[config.mk]
export PLATFORM = sky130hd
export DESIGN_NAME = http_auth_param_parser_core
export DESIGN_NICKNAME = d
export VERILOG_FILES = /design/src/rtl/core/hap_pkg.sv /design/src/rtl/core/hap_ctrl.sv /design/src/rtl/core/hap_dp.sv /design/src/rtl/core/http_auth_param_parser_core.sv
export SDC_FILE = /design/constraint.sdc
export NUM_CORES = 1
export LEC_CHECK = 0
export BUFFER_PORTS_ARGS = -buffer_cell sky130_fd_sc_hd__buf_2
export CAP_MARGIN = 20
export CORE_MARGIN = 10
export CORE_UTILIZATION = 38
export CTS_CLUSTER_DIAMETER = 40
export CTS_CLUSTER_SIZE = 14
export DETAILED_ROUTE_END_ITERATION = 7
export PLACE_DENSITY_LB_ADDON = 0.05
export SETUP_SLACK_MARGIN = 0.5
export SLEW_MARGIN = 5
export SYNTH_ARGS = -nofsm -noshare
export SYNTH_HDL_FRONTEND = slang
export SYNTH_SLANG_ARGS = --single-unit
[constraint.sdc]
create_clock -name clock -period 3.5 [get_ports clock]
set_clock_uncertainty 0.05 [all_clocks]
set_input_delay 0.35 -clock clock [delete_from_list [all_inputs] [get_ports clock]]
set_output_delay 0.35 -clock clock [all_outputs]
set_load 0.1 [all_outputs]
[src/rtl/core/hap_pkg.sv]
// ----------------------------------------------------------------------------
// hap_pkg
// Shared types, character codes and sizes of the authorization parameter
// list parser.
// ----------------------------------------------------------------------------
package hap_pkg;

   // held whitespace store
   localparam int WS_DEPTH = 16;
   localparam int WS_AW    = (WS_DEPTH > 1) ? $clog2(WS_DEPTH) : 1;
   localparam int WS_CW    = $clog2(WS_DEPTH + 1);

   // characters
   localparam logic [7:0] CH_EQ     = 8'h3D;
   localparam logic [7:0] CH_COMMA  = 8'h2C;
   localparam logic [7:0] CH_QUOTE  = 8'h22;
   localparam logic [7:0] CH_BSLASH = 8'h5C;
   localparam logic [7:0] CH_SPACE  = 8'h20;
   localparam logic [7:0] CH_TAB    = 8'h09;
   localparam logic [7:0] CH_CR     = 8'h0D;
   localparam logic [7:0] CH_LF     = 8'h0A;

   // whitespace codes kept in the store
   localparam logic [1:0] WS_SPACE = 2'd0;
   localparam logic [1:0] WS_TAB   = 2'd1;
   localparam logic [1:0] WS_CR    = 2'd2;
   localparam logic [1:0] WS_LF    = 2'd3;

   // result kinds
   localparam logic [1:0] KIND_KEY   = 2'd0;
   localparam logic [1:0] KIND_VALUE = 2'd1;
   localparam logic [1:0] KIND_END   = 2'd2;

   typedef enum logic [2:0] {
      MODE_SKIP  = 3'd0,
      MODE_KEY   = 3'd1,
      MODE_VPRE  = 3'd2,
      MODE_QUOTE = 3'd3,
      MODE_ESC   = 3'd4,
      MODE_AFTER = 3'd5,
      MODE_TOKEN = 3'd6
   } mode_type;

   typedef enum logic [1:0] {
      ST_IDLE    = 2'd0,
      ST_RELEASE = 2'd1,
      ST_BYTE    = 2'd2,
      ST_END     = 2'd3
   } seq_state_type;

   // controller to datapath
   typedef struct packed {
      logic accept;
      logic load_rel;
      logic load_byte;
      logic load_end;
      logic last;
      logic rel_step;
   } cmd_type;

   // datapath to controller
   typedef struct packed {
      logic out_free;
      logic dec_rel;
      logic dec_byte;
      logic dec_end;
      logic plan_end;
      logic rel_last;
   } stat_type;

   function automatic logic [7:0] ws_char(input logic [1:0] code);
      logic [7:0] ch;
      case (code)
         WS_SPACE: ch = CH_SPACE;
         WS_TAB:   ch = CH_TAB;
         WS_CR:    ch = CH_CR;
         WS_LF:    ch = CH_LF;
         default:  ch = CH_SPACE;
      endcase
      return ch;
   endfunction

endpackage

[src/rtl/core/hap_ctrl.sv]
// ----------------------------------------------------------------------------
// hap_ctrl
// Sequencer of the parser: takes a byte, then steps the datapath through the
// beats it causes (held whitespace, the byte itself, the pair end).
// ----------------------------------------------------------------------------
module hap_ctrl
   import hap_pkg::*;
(
   input  logic     clock,
   input  logic     reset,
   input  logic     req_valid,
   output logic     req_stall,
   input  stat_type stat,
   output cmd_type  cmd
);

   seq_state_type state_ff, state_in;

   // state register
   always_ff @(posedge clock) begin
      if (reset) begin
         state_ff <= ST_IDLE;
      end else begin
         state_ff <= state_in;
      end
   end

   // next state
   always_comb begin
      state_in = state_ff;
      case (state_ff)
         ST_IDLE: begin
            if (req_valid && stat.out_free) begin
               if (stat.dec_rel) begin
                  state_in = ST_RELEASE;
               end else if (stat.dec_byte && stat.dec_end) begin
                  state_in = ST_END;
               end
            end
         end
         ST_RELEASE: begin
            if (stat.out_free && stat.rel_last) begin
               state_in = ST_BYTE;
            end
         end
         ST_BYTE: begin
            if (stat.out_free) begin
               state_in = stat.plan_end ? ST_END : ST_IDLE;
            end
         end
         ST_END: begin
            if (stat.out_free) begin
               state_in = ST_IDLE;
            end
         end
         default: state_in = ST_IDLE;
      endcase
   end

   // commands
   always_comb begin
      cmd       = '0;
      req_stall = 1'b1;
      case (state_ff)
         ST_IDLE: begin
            req_stall = !stat.out_free;
            if (req_valid && stat.out_free) begin
               cmd.accept = 1'b1;
               // a single beat goes straight to the output register
               if (!stat.dec_rel && stat.dec_byte) begin
                  cmd.load_byte = 1'b1;
                  cmd.last      = !stat.dec_end;
               end else if (!stat.dec_rel && stat.dec_end) begin
                  cmd.load_end = 1'b1;
                  cmd.last     = 1'b1;
               end
            end
         end
         ST_RELEASE: begin
            if (stat.out_free) begin
               cmd.load_rel = 1'b1;
               cmd.rel_step = 1'b1;
            end
         end
         ST_BYTE: begin
            if (stat.out_free) begin
               cmd.load_byte = 1'b1;
               cmd.last      = !stat.plan_end;
            end
         end
         ST_END: begin
            if (stat.out_free) begin
               cmd.load_end = 1'b1;
               cmd.last     = 1'b1;
            end
         end
         default: begin
            req_stall = 1'b1;
         end
      endcase
   end

endmodule

[src/rtl/core/hap_dp.sv]
// ----------------------------------------------------------------------------
// hap_dp
// Parser datapath: mode and field registers, byte decode, held whitespace
// store, beat plan and the output register.
// ----------------------------------------------------------------------------
module hap_dp
   import hap_pkg::*;
(
   input  logic       clock,
   input  logic       reset,
   input  logic [7:0] req_in_byte,
   input  logic       req_is_last,
   input  cmd_type    cmd,
   output stat_type   stat,
   output logic       rsp_valid,
   input  logic       rsp_stall,
   output logic [1:0] rsp_kind,
   output logic [7:0] rsp_out_byte,
   output logic       rsp_run_last,
   output logic       rsp_ws_overflow
);

   // parse state
   mode_type         mode_ff, mode_in;
   logic             ks_ff, ks_in;
   logic             fs_ff, fs_in;
   logic [WS_CW-1:0] hc_ff, hc_in;
   logic             df_ff, df_in;

   // decode results for the offered byte
   logic [WS_CW-1:0] dec_rel;
   logic             dec_byte;
   logic [1:0]       dec_kind;
   logic             dec_end;
   logic             dec_eovf;
   logic             push;
   logic [1:0]       push_code;

   // beat plan of the accepted byte
   logic [WS_CW-1:0] rel_cnt_ff;
   logic [7:0]       byte_ff;
   logic [1:0]       kind_ff;
   logic             end_ff;
   logic             eovf_ff;

   // held whitespace store
   logic [1:0]       ws_mem [WS_DEPTH];
   logic [WS_AW-1:0] idx_ff, idx_in;
   logic [1:0]       rd_ff;
   logic             rel_last;

   // output register
   logic             rsp_valid_ff;
   logic [1:0]       rsp_kind_ff;
   logic [7:0]       rsp_byte_ff;
   logic             rsp_last_ff;
   logic             rsp_ovf_ff;

   // byte decode
   logic             sp_tab;
   logic             is_ws;
   logic [1:0]       ws_code;
   logic             field;
   logic             fkey;
   logic             close_now;
   logic             gate;
   logic [WS_CW-1:0] lim;

   always_comb begin
      sp_tab = (req_in_byte == CH_SPACE) || (req_in_byte == CH_TAB);
      is_ws  = 1'b1;
      case (req_in_byte)
         CH_SPACE: ws_code = WS_SPACE;
         CH_TAB:   ws_code = WS_TAB;
         CH_CR:    ws_code = WS_CR;
         CH_LF:    ws_code = WS_LF;
         default: begin
            ws_code = WS_SPACE;
            is_ws   = 1'b0;
         end
      endcase
   end

   always_comb begin
      mode_in   = mode_ff;
      ks_in     = ks_ff;
      fs_in     = fs_ff;
      hc_in     = hc_ff;
      df_in     = df_ff;
      dec_rel   = '0;
      dec_byte  = 1'b0;
      dec_kind  = KIND_KEY;
      dec_end   = 1'b0;
      dec_eovf  = 1'b0;
      push      = 1'b0;
      push_code = ws_code;
      field     = 1'b0;
      fkey      = 1'b0;
      close_now = 1'b0;
      gate      = 1'b0;
      lim       = '0;

      // mode step
      case (mode_ff)
         MODE_KEY: begin
            fkey = 1'b1;
            if (req_in_byte == CH_EQ) begin
               hc_in   = '0;
               fs_in   = 1'b0;
               mode_in = MODE_VPRE;
            end else if (req_in_byte == CH_COMMA) begin
               close_now = 1'b1;
            end else begin
               field = 1'b1;
            end
         end
         MODE_VPRE: begin
            if (sp_tab) begin
               mode_in = MODE_VPRE;
            end else if (req_in_byte == CH_QUOTE) begin
               mode_in = MODE_QUOTE;
            end else begin
               mode_in = MODE_TOKEN;
               if (req_in_byte == CH_COMMA) begin
                  close_now = 1'b1;
               end else begin
                  field = 1'b1;
               end
            end
         end
         MODE_QUOTE: begin
            if (req_in_byte == CH_QUOTE) begin
               mode_in = MODE_AFTER;
            end else if (req_in_byte == CH_BSLASH && !req_is_last) begin
               mode_in = MODE_ESC;
            end else if (ks_ff) begin
               dec_byte = 1'b1;
               dec_kind = KIND_VALUE;
            end
         end
         MODE_ESC: begin
            mode_in = MODE_QUOTE;
            if (ks_ff) begin
               dec_byte = 1'b1;
               dec_kind = KIND_VALUE;
            end
         end
         MODE_AFTER: begin
            if (req_in_byte == CH_COMMA) begin
               close_now = 1'b1;
            end
         end
         MODE_TOKEN: begin
            if (req_in_byte == CH_COMMA) begin
               close_now = 1'b1;
            end else begin
               field = 1'b1;
            end
         end
         default: begin
            // separators before a key; anything else opens a key
            mode_in = MODE_SKIP;
            if (!(sp_tab || req_in_byte == CH_COMMA)) begin
               mode_in = MODE_KEY;
               ks_in   = 1'b0;
               fs_in   = 1'b0;
               hc_in   = '0;
               df_in   = 1'b0;
               fkey    = 1'b1;
               if (req_in_byte == CH_EQ) begin
                  mode_in = MODE_VPRE;
               end else begin
                  field = 1'b1;
               end
            end
         end
      endcase

      // key or token byte: hold inner whitespace, release it before text
      if (field) begin
         gate = fkey || ks_in;
         if (is_ws) begin
            if (fs_in) begin
               if (hc_in < WS_CW'(WS_DEPTH)) begin
                  push  = 1'b1;
                  hc_in = hc_in + WS_CW'(1);
               end else begin
                  df_in = 1'b1;
               end
            end
         end else begin
            lim = hc_in;
            // full store on the final byte keeps one entry back
            if (gate && req_is_last && hc_in >= WS_CW'(WS_DEPTH)) begin
               lim   = WS_CW'(WS_DEPTH - 1);
               df_in = 1'b1;
            end
            if (gate) begin
               dec_rel  = lim;
               dec_byte = 1'b1;
               dec_kind = fkey ? KIND_KEY : KIND_VALUE;
            end
            hc_in = '0;
            fs_in = 1'b1;
            if (fkey) begin
               ks_in = 1'b1;
            end
         end
      end

      // pair close on a comma or at the end of text
      if (close_now || req_is_last) begin
         if (ks_in) begin
            dec_end  = 1'b1;
            dec_eovf = df_in;
         end
         ks_in   = 1'b0;
         fs_in   = 1'b0;
         hc_in   = '0;
         df_in   = 1'b0;
         mode_in = MODE_SKIP;
      end
   end

   // parse state registers
   always_ff @(posedge clock) begin
      if (reset) begin
         mode_ff <= MODE_SKIP;
         ks_ff   <= 1'b0;
         fs_ff   <= 1'b0;
         hc_ff   <= '0;
         df_ff   <= 1'b0;
      end else if (cmd.accept) begin
         mode_ff <= mode_in;
         ks_ff   <= ks_in;
         fs_ff   <= fs_in;
         hc_ff   <= hc_in;
         df_ff   <= df_in;
      end
   end

   // beat plan
   always_ff @(posedge clock) begin
      if (reset) begin
         rel_cnt_ff <= '0;
         end_ff     <= 1'b0;
      end else if (cmd.accept) begin
         rel_cnt_ff <= dec_rel;
         end_ff     <= dec_end;
      end
   end

   always_ff @(posedge clock) begin
      if (cmd.accept) begin
         byte_ff <= req_in_byte;
         kind_ff <= dec_kind;
         eovf_ff <= dec_eovf;
      end
   end

   // release index
   assign rel_last = (WS_CW'(idx_ff) + WS_CW'(1)) == rel_cnt_ff;

   always_comb begin
      idx_in = idx_ff;
      if (cmd.rel_step) begin
         idx_in = rel_last ? '0 : idx_ff + WS_AW'(1);
      end
   end

   always_ff @(posedge clock) begin
      if (reset) begin
         idx_ff <= '0;
      end else begin
         idx_ff <= idx_in;
      end
   end

   // whitespace store, registered read at the next index
   always_ff @(posedge clock) begin
      if (cmd.accept && push) begin
         ws_mem[hc_ff[WS_AW-1:0]] <= push_code;
      end
      rd_ff <= ws_mem[idx_in];
   end

   // output register
   always_ff @(posedge clock) begin
      if (reset) begin
         rsp_valid_ff <= 1'b0;
      end else if (cmd.load_rel || cmd.load_byte || cmd.load_end) begin
         rsp_valid_ff <= 1'b1;
      end else if (!rsp_stall) begin
         rsp_valid_ff <= 1'b0;
      end
   end

   always_ff @(posedge clock) begin
      if (cmd.load_rel) begin
         rsp_kind_ff <= kind_ff;
         rsp_byte_ff <= ws_char(rd_ff);
         rsp_last_ff <= 1'b0;
         rsp_ovf_ff  <= 1'b0;
      end else if (cmd.load_byte) begin
         rsp_kind_ff <= cmd.accept ? dec_kind : kind_ff;
         rsp_byte_ff <= cmd.accept ? req_in_byte : byte_ff;
         rsp_last_ff <= cmd.last;
         rsp_ovf_ff  <= 1'b0;
      end else if (cmd.load_end) begin
         rsp_kind_ff <= KIND_END;
         rsp_byte_ff <= 8'h00;
         rsp_last_ff <= cmd.last;
         rsp_ovf_ff  <= cmd.accept ? dec_eovf : eovf_ff;
      end
   end

   // status
   always_comb begin
      stat.out_free = !rsp_valid_ff || !rsp_stall;
      stat.dec_rel  = (dec_rel != '0);
      stat.dec_byte = dec_byte;
      stat.dec_end  = dec_end;
      stat.plan_end = end_ff;
      stat.rel_last = rel_last;
   end

   assign rsp_valid       = rsp_valid_ff;
   assign rsp_kind        = rsp_kind_ff;
   assign rsp_out_byte    = rsp_byte_ff;
   assign rsp_run_last    = rsp_last_ff;
   assign rsp_ws_overflow = rsp_ovf_ff;

endmodule

[src/rtl/core/http_auth_param_parser_core.sv]
// ----------------------------------------------------------------------------
// http_auth_param_parser_core
// Byte-serial parser of an HTTP authorization parameter list.
// ----------------------------------------------------------------------------
// Usage:
//   req_ channel: one text byte per beat (req_in_byte), req_is_last on the
//   final byte. A beat is taken when req_valid is high and req_stall low.
//   rsp_ channel: key bytes, value bytes and pair-end beats (rsp_kind),
//   rsp_run_last on the last beat caused by an input byte, rsp_ws_overflow
//   on a pair end whose held whitespace overflowed.
//   Latency: a beat loaded as its byte is taken is presented the next cycle;
//   a byte that first releases held whitespace has its first beat loaded
//   in the release state, which starts after the byte is taken.
//   A new byte is taken only in the idle state, once every beat of the last
//   byte (up to WS_DEPTH held whitespace beats, the byte, its pair end) is
//   loaded into the single output register; the store is read one entry
//   per cycle while the output register is free.
//   Reset returns the parser to skipping separators before a key with an
//   empty output register; the whitespace store needs no clearing.
//   While a presented beat is stalled by rsp_stall, the output register
//   holds it and req_stall is raised, so no byte is taken.
// ----------------------------------------------------------------------------
module http_auth_param_parser_core
   import hap_pkg::*;
(
   input  logic       clock,
   input  logic       reset,
   input  logic       req_valid,
   output logic       req_stall,
   input  logic [7:0] req_in_byte,
   input  logic       req_is_last,
   output logic       rsp_valid,
   input  logic       rsp_stall,
   output logic [1:0] rsp_kind,
   output logic [7:0] rsp_out_byte,
   output logic       rsp_run_last,
   output logic       rsp_ws_overflow
);

   cmd_type  cmd;
   stat_type stat;

   hap_ctrl u_ctrl (
      .clock     (clock),
      .reset     (reset),
      .req_valid (req_valid),
      .req_stall (req_stall),
      .stat      (stat),
      .cmd       (cmd)
   );

   hap_dp u_dp (
      .clock           (clock),
      .reset           (reset),
      .req_in_byte     (req_in_byte),
      .req_is_last     (req_is_last),
      .cmd             (cmd),
      .stat            (stat),
      .rsp_valid       (rsp_valid),
      .rsp_stall       (rsp_stall),
      .rsp_kind        (rsp_kind),
      .rsp_out_byte    (rsp_out_byte),
      .rsp_run_last    (rsp_run_last),
      .rsp_ws_overflow (rsp_ws_overflow)
   );

endmodule
==> metrics.md <==
| Metric | Value |
|---|---|
| Status | finished, final reports clean |
| Clk buf depth | 2 |
| CP delay by family, top | simple AND/OR/NAND/NOR gates |
| Hold Fails Final Rpt | 0 |
| WL/cell | around 18 µm |
| # port buffers | 26 |
| Post-Syn Nets | a little under 500 |
| Initial antenna violation count | 0 |
| Final setup vio count | 0 |
| Starting DRT DRC Count | ~310 |
| F_max | 344 MHz |
| H-tree depth reported by CTS | 3 |
| Worst-margin pin slew | approximately 680 ps |
| Largest net degree at the start of global routing | 31 |
| Worst VDD drop | around 850 µV |
| Asr flop ratio synth | 0% |
| Total gr overflow | 0 |
| Worst setup SP type | register |
| Post-Place Cell Area | approximately 0.0048 mm² |
| Final Max Tran Viols | 0 |
| Post-synthesis sequential area ratio | about 46% |
| Initial Util | approximately two fifths |
| Most frequent cells in the layout | nand2_1 (76), nor2_1 (47), edfxtp_1 (42) |
| CP bufs+invs | 0 |
| CTS sink cnt | around 80 |
| Setup TNS Final | 0 ps |
| Hold buffers post-CTS | 0 |
| Commonest non-fill, non-tap cell in the layout | nand2_1 |
| #FFs+latches synth | approximately 80 |
| Die Height | 128 µm |
| Synth warn | 0 |
| Ratio of cells with drive above 1 in the final layout | around 18% |
| Die ar. | approximately 0.016 mm² |
| CP max FO | 10 |
| Syn Area/Cell | 9.50 µm² |
| Die Width | between 100 and 150 µm |
| Post-DP HPWL | ~8.6 mm |
| Syn-to-layout area delta | 15.9% |
| Yosys cell types | 79 |
| CTS buffer count | 9 |
| Hold/Removal Path Class | in -> reg |
| Max_cap viols | 0 |
| # nets final | roughly 530 |
| Gr usage total | between 10% and 20% |
| Standby leakage power | between 1.5 and 2 nW |
| Post-synth EDFFs | 42 |
| Cells along the critical path | ha_1, nor2b_1, nor2_4, nor2_1, a22o_1, a32oi_1, o41a_1, or2_1, nand3_4 |
| Pre-antenna DRT Iters | 4 |
| Routability cong. | 0.840 |
| WP data arrival | 2900 ps |
| Max-Slew Margin vs Limit | roughly 55% |
| Period minus WS final | roughly 2900 ps |
| Post-synth top flop | edfxtp_1 |
| WP data required | about 3500 ps |
| RSZ-0062 raised after global routing | true |
| Drt via density | 5.59 |
| Post-route ant nets | 0 |
| Vias in the first global route | 3,566 |
| Clock latency on the worst-skew pair | roughly 340 ps |
| IO Count | 27 |
| DR DRC count | 0 |
| Final period util | a little over 80% |
| Area contributors post-synth | edfxtp_1 (28%), dfxtp_1 (17%), nand2_1 (6.4%) |
| CTS tree | yes |
| Synth top area share | roughly 28% |
| Critical path class | reg -> reg |
| Post-synth top area cell | edfxtp_1 |
| # rows | 39 |
| Final WL | 11.7 mm |
| Root buffer cell | clkbuf_16 |
| CTS clk-pin slew, worst paths | around 60 ps |
| First-pass GRT wire length | 19.1 mm |
| Ant diodes | 0 |
| CP max stage delay | 390 ps |
| Crit. End Element | register |
| Crit-path slowest cell | o41a_1 |
| Post-synthesis cell count | 470 |
| Vias | approximately 3.6k |
| Synth Cell Area | approximately 0.0045 mm² |
| Pwr Density | 772 mW/mm² |
| Core area | about 0.011 mm² |
| Final Instance Area | just over 0.005 mm² |
==> worst register-to-register path, cell delays in order, from the launching register on <==
cell and delay [ps]:
dfxtp_1 380, ha_1 260, nor2b_1 280, nor2_4 80
nor2_1 270, a22o_1 260, a32oi_1 180, o41a_1 390
or2_1 270, nand3_4 180
==> cells in the mapped netlist (2+ instances only) <==
master and instances:
buf_2 3, clkbuf_1 13, xor2_1 3, a21boi_0 2, o221ai_2 2, and3_1 7
a31oi_1 5, and4_1 2, mux4_2 4, a22oi_1 4, nand2b_1 9, a211oi_1 4
nand2_1 76, a2bb2oi_1 2, a32oi_1 5, a21oi_1 23, nor2b_1 3, nand3b_1 4
or3_1 4, inv_1 17, or4_1 2, edfxtp_1 42, mux2i_1 5, nand4_1 5
nor2_1 48, nor3b_1 2, nor3_1 13, dfxtp_1 39, o211ai_1 9, o22ai_1 2
a32o_1 2, and2_1 4, mux2_2 2, ha_1 13, nand3_1 13, o21ai_1 4
o31ai_1 2, o21ai_0 18, o21a_1 7, xnor2_1 4, nor4b_1 2, nor4_1 3
==> state kept, by name, indices dropped and copies added (netlist names) <==
signal / count
u_dp.kind_ff: 2
u_dp.fs_ff: 1
u_dp.rd_ff: 2
u_dp.rsp_out_byte: 8
u_dp.df_ff: 1
u_dp.rsp_run_last: 1
u_dp.ks_ff: 1
u_dp.ws_mem: 32
u_dp.rsp_kind: 2
u_dp.rel_cnt_ff: 5
u_dp.eovf_ff: 1
u_dp.rsp_ws_overflow: 1
u_ctrl.state_ff: 2
u_dp.idx_ff: 4
u_dp.rsp_valid: 1
u_dp.hc_ff: 5
u_dp.end_ff: 1
u_dp.mode_ff: 3
u_dp.byte_ff: 8
==> power by group <==
part	switching, W	leakage (nW)	internal (W)	total (W)
Combinational	0.00132	1.09	0.000447	0.00176
Clock	0.000380	0.149	0.000593	0.000973
Sequential	0.0000690	0.659	0.00119	0.00126
==> repair_timing <==
| item | 4_1_cts | 5_1_grt |
|---|---|---|
| resized for setup | 3 | 10 |
| setup buffers | 0 | 2 |
| pin swaps | 0 | 3 |
| endpoints found under the setup margin | 11 | 24 |
==> final timing paths <==
kind / from / endpoint / slack [ps] / depth (start not counted)
max reg2reg: u_dp.mode_ff[1] / u_dp.rsp_kind[1] / 590 / 9
min: req_in_byte[6] / u_dp.byte_ff[6] / 270 / 3
min reg2reg: u_dp.kind_ff[1] / u_dp.kind_ff[1] / 400 / 2
max: u_dp.mode_ff[1] / u_dp.rsp_kind[1] / 590 / 9
==> kinds of logic (layout without fill, tap and decap cells) <==
family          Yosys count  in the layout  synth area share, %
simple gates            210            210                 23.3
compound gates          112            112                 19.0
flops                    81             81                 45.8
buf+inv                  36             74                 3.36
fa+ha+maj                13             13                 3.64
mux                      11             11                 3.64
xor+xnor                  7              7                 1.37
==> routing by layer <==
layer  track usage [%]  share of wire [%]
met4              4.17                1.3
met5                 0                  0
met2              21.0                 44
met1              20.7                 50
met3              4.07                4.3
==> stage by stage <==
step | utilization (%) | cells | hold slack, ps | setup WS, ps | total power (W)
after floorplan | - | 470 | 361 | 522 | 0.00262
after global placement | 41.7 | 633 | 374 | 293 | 0.00301
after CTS | 44.6 | 649 | 260 | 520 | 0.00402
after detailed placement | 41.7 | 633 | 385 | 202 | 0.00301
after global routing | 45.1 | 651 | 275 | 384 | 0.00422
final | 45.1 | 651 | 268 | 594 | 0.00399
==> cell type report <==
class / instances / area, µm²
repair buffers: 41 / 243
clock buffers: 12 / 256
fillers: 1138 / 6290
clock inverters: 4 / 51.3
well taps: 143 / 179
flip-flops and latches: 81 / 2040
multi-input cells: 353 / 2340
inverters: 17 / 63.8
Note: power is estimated with default switching activity, not from simulation.
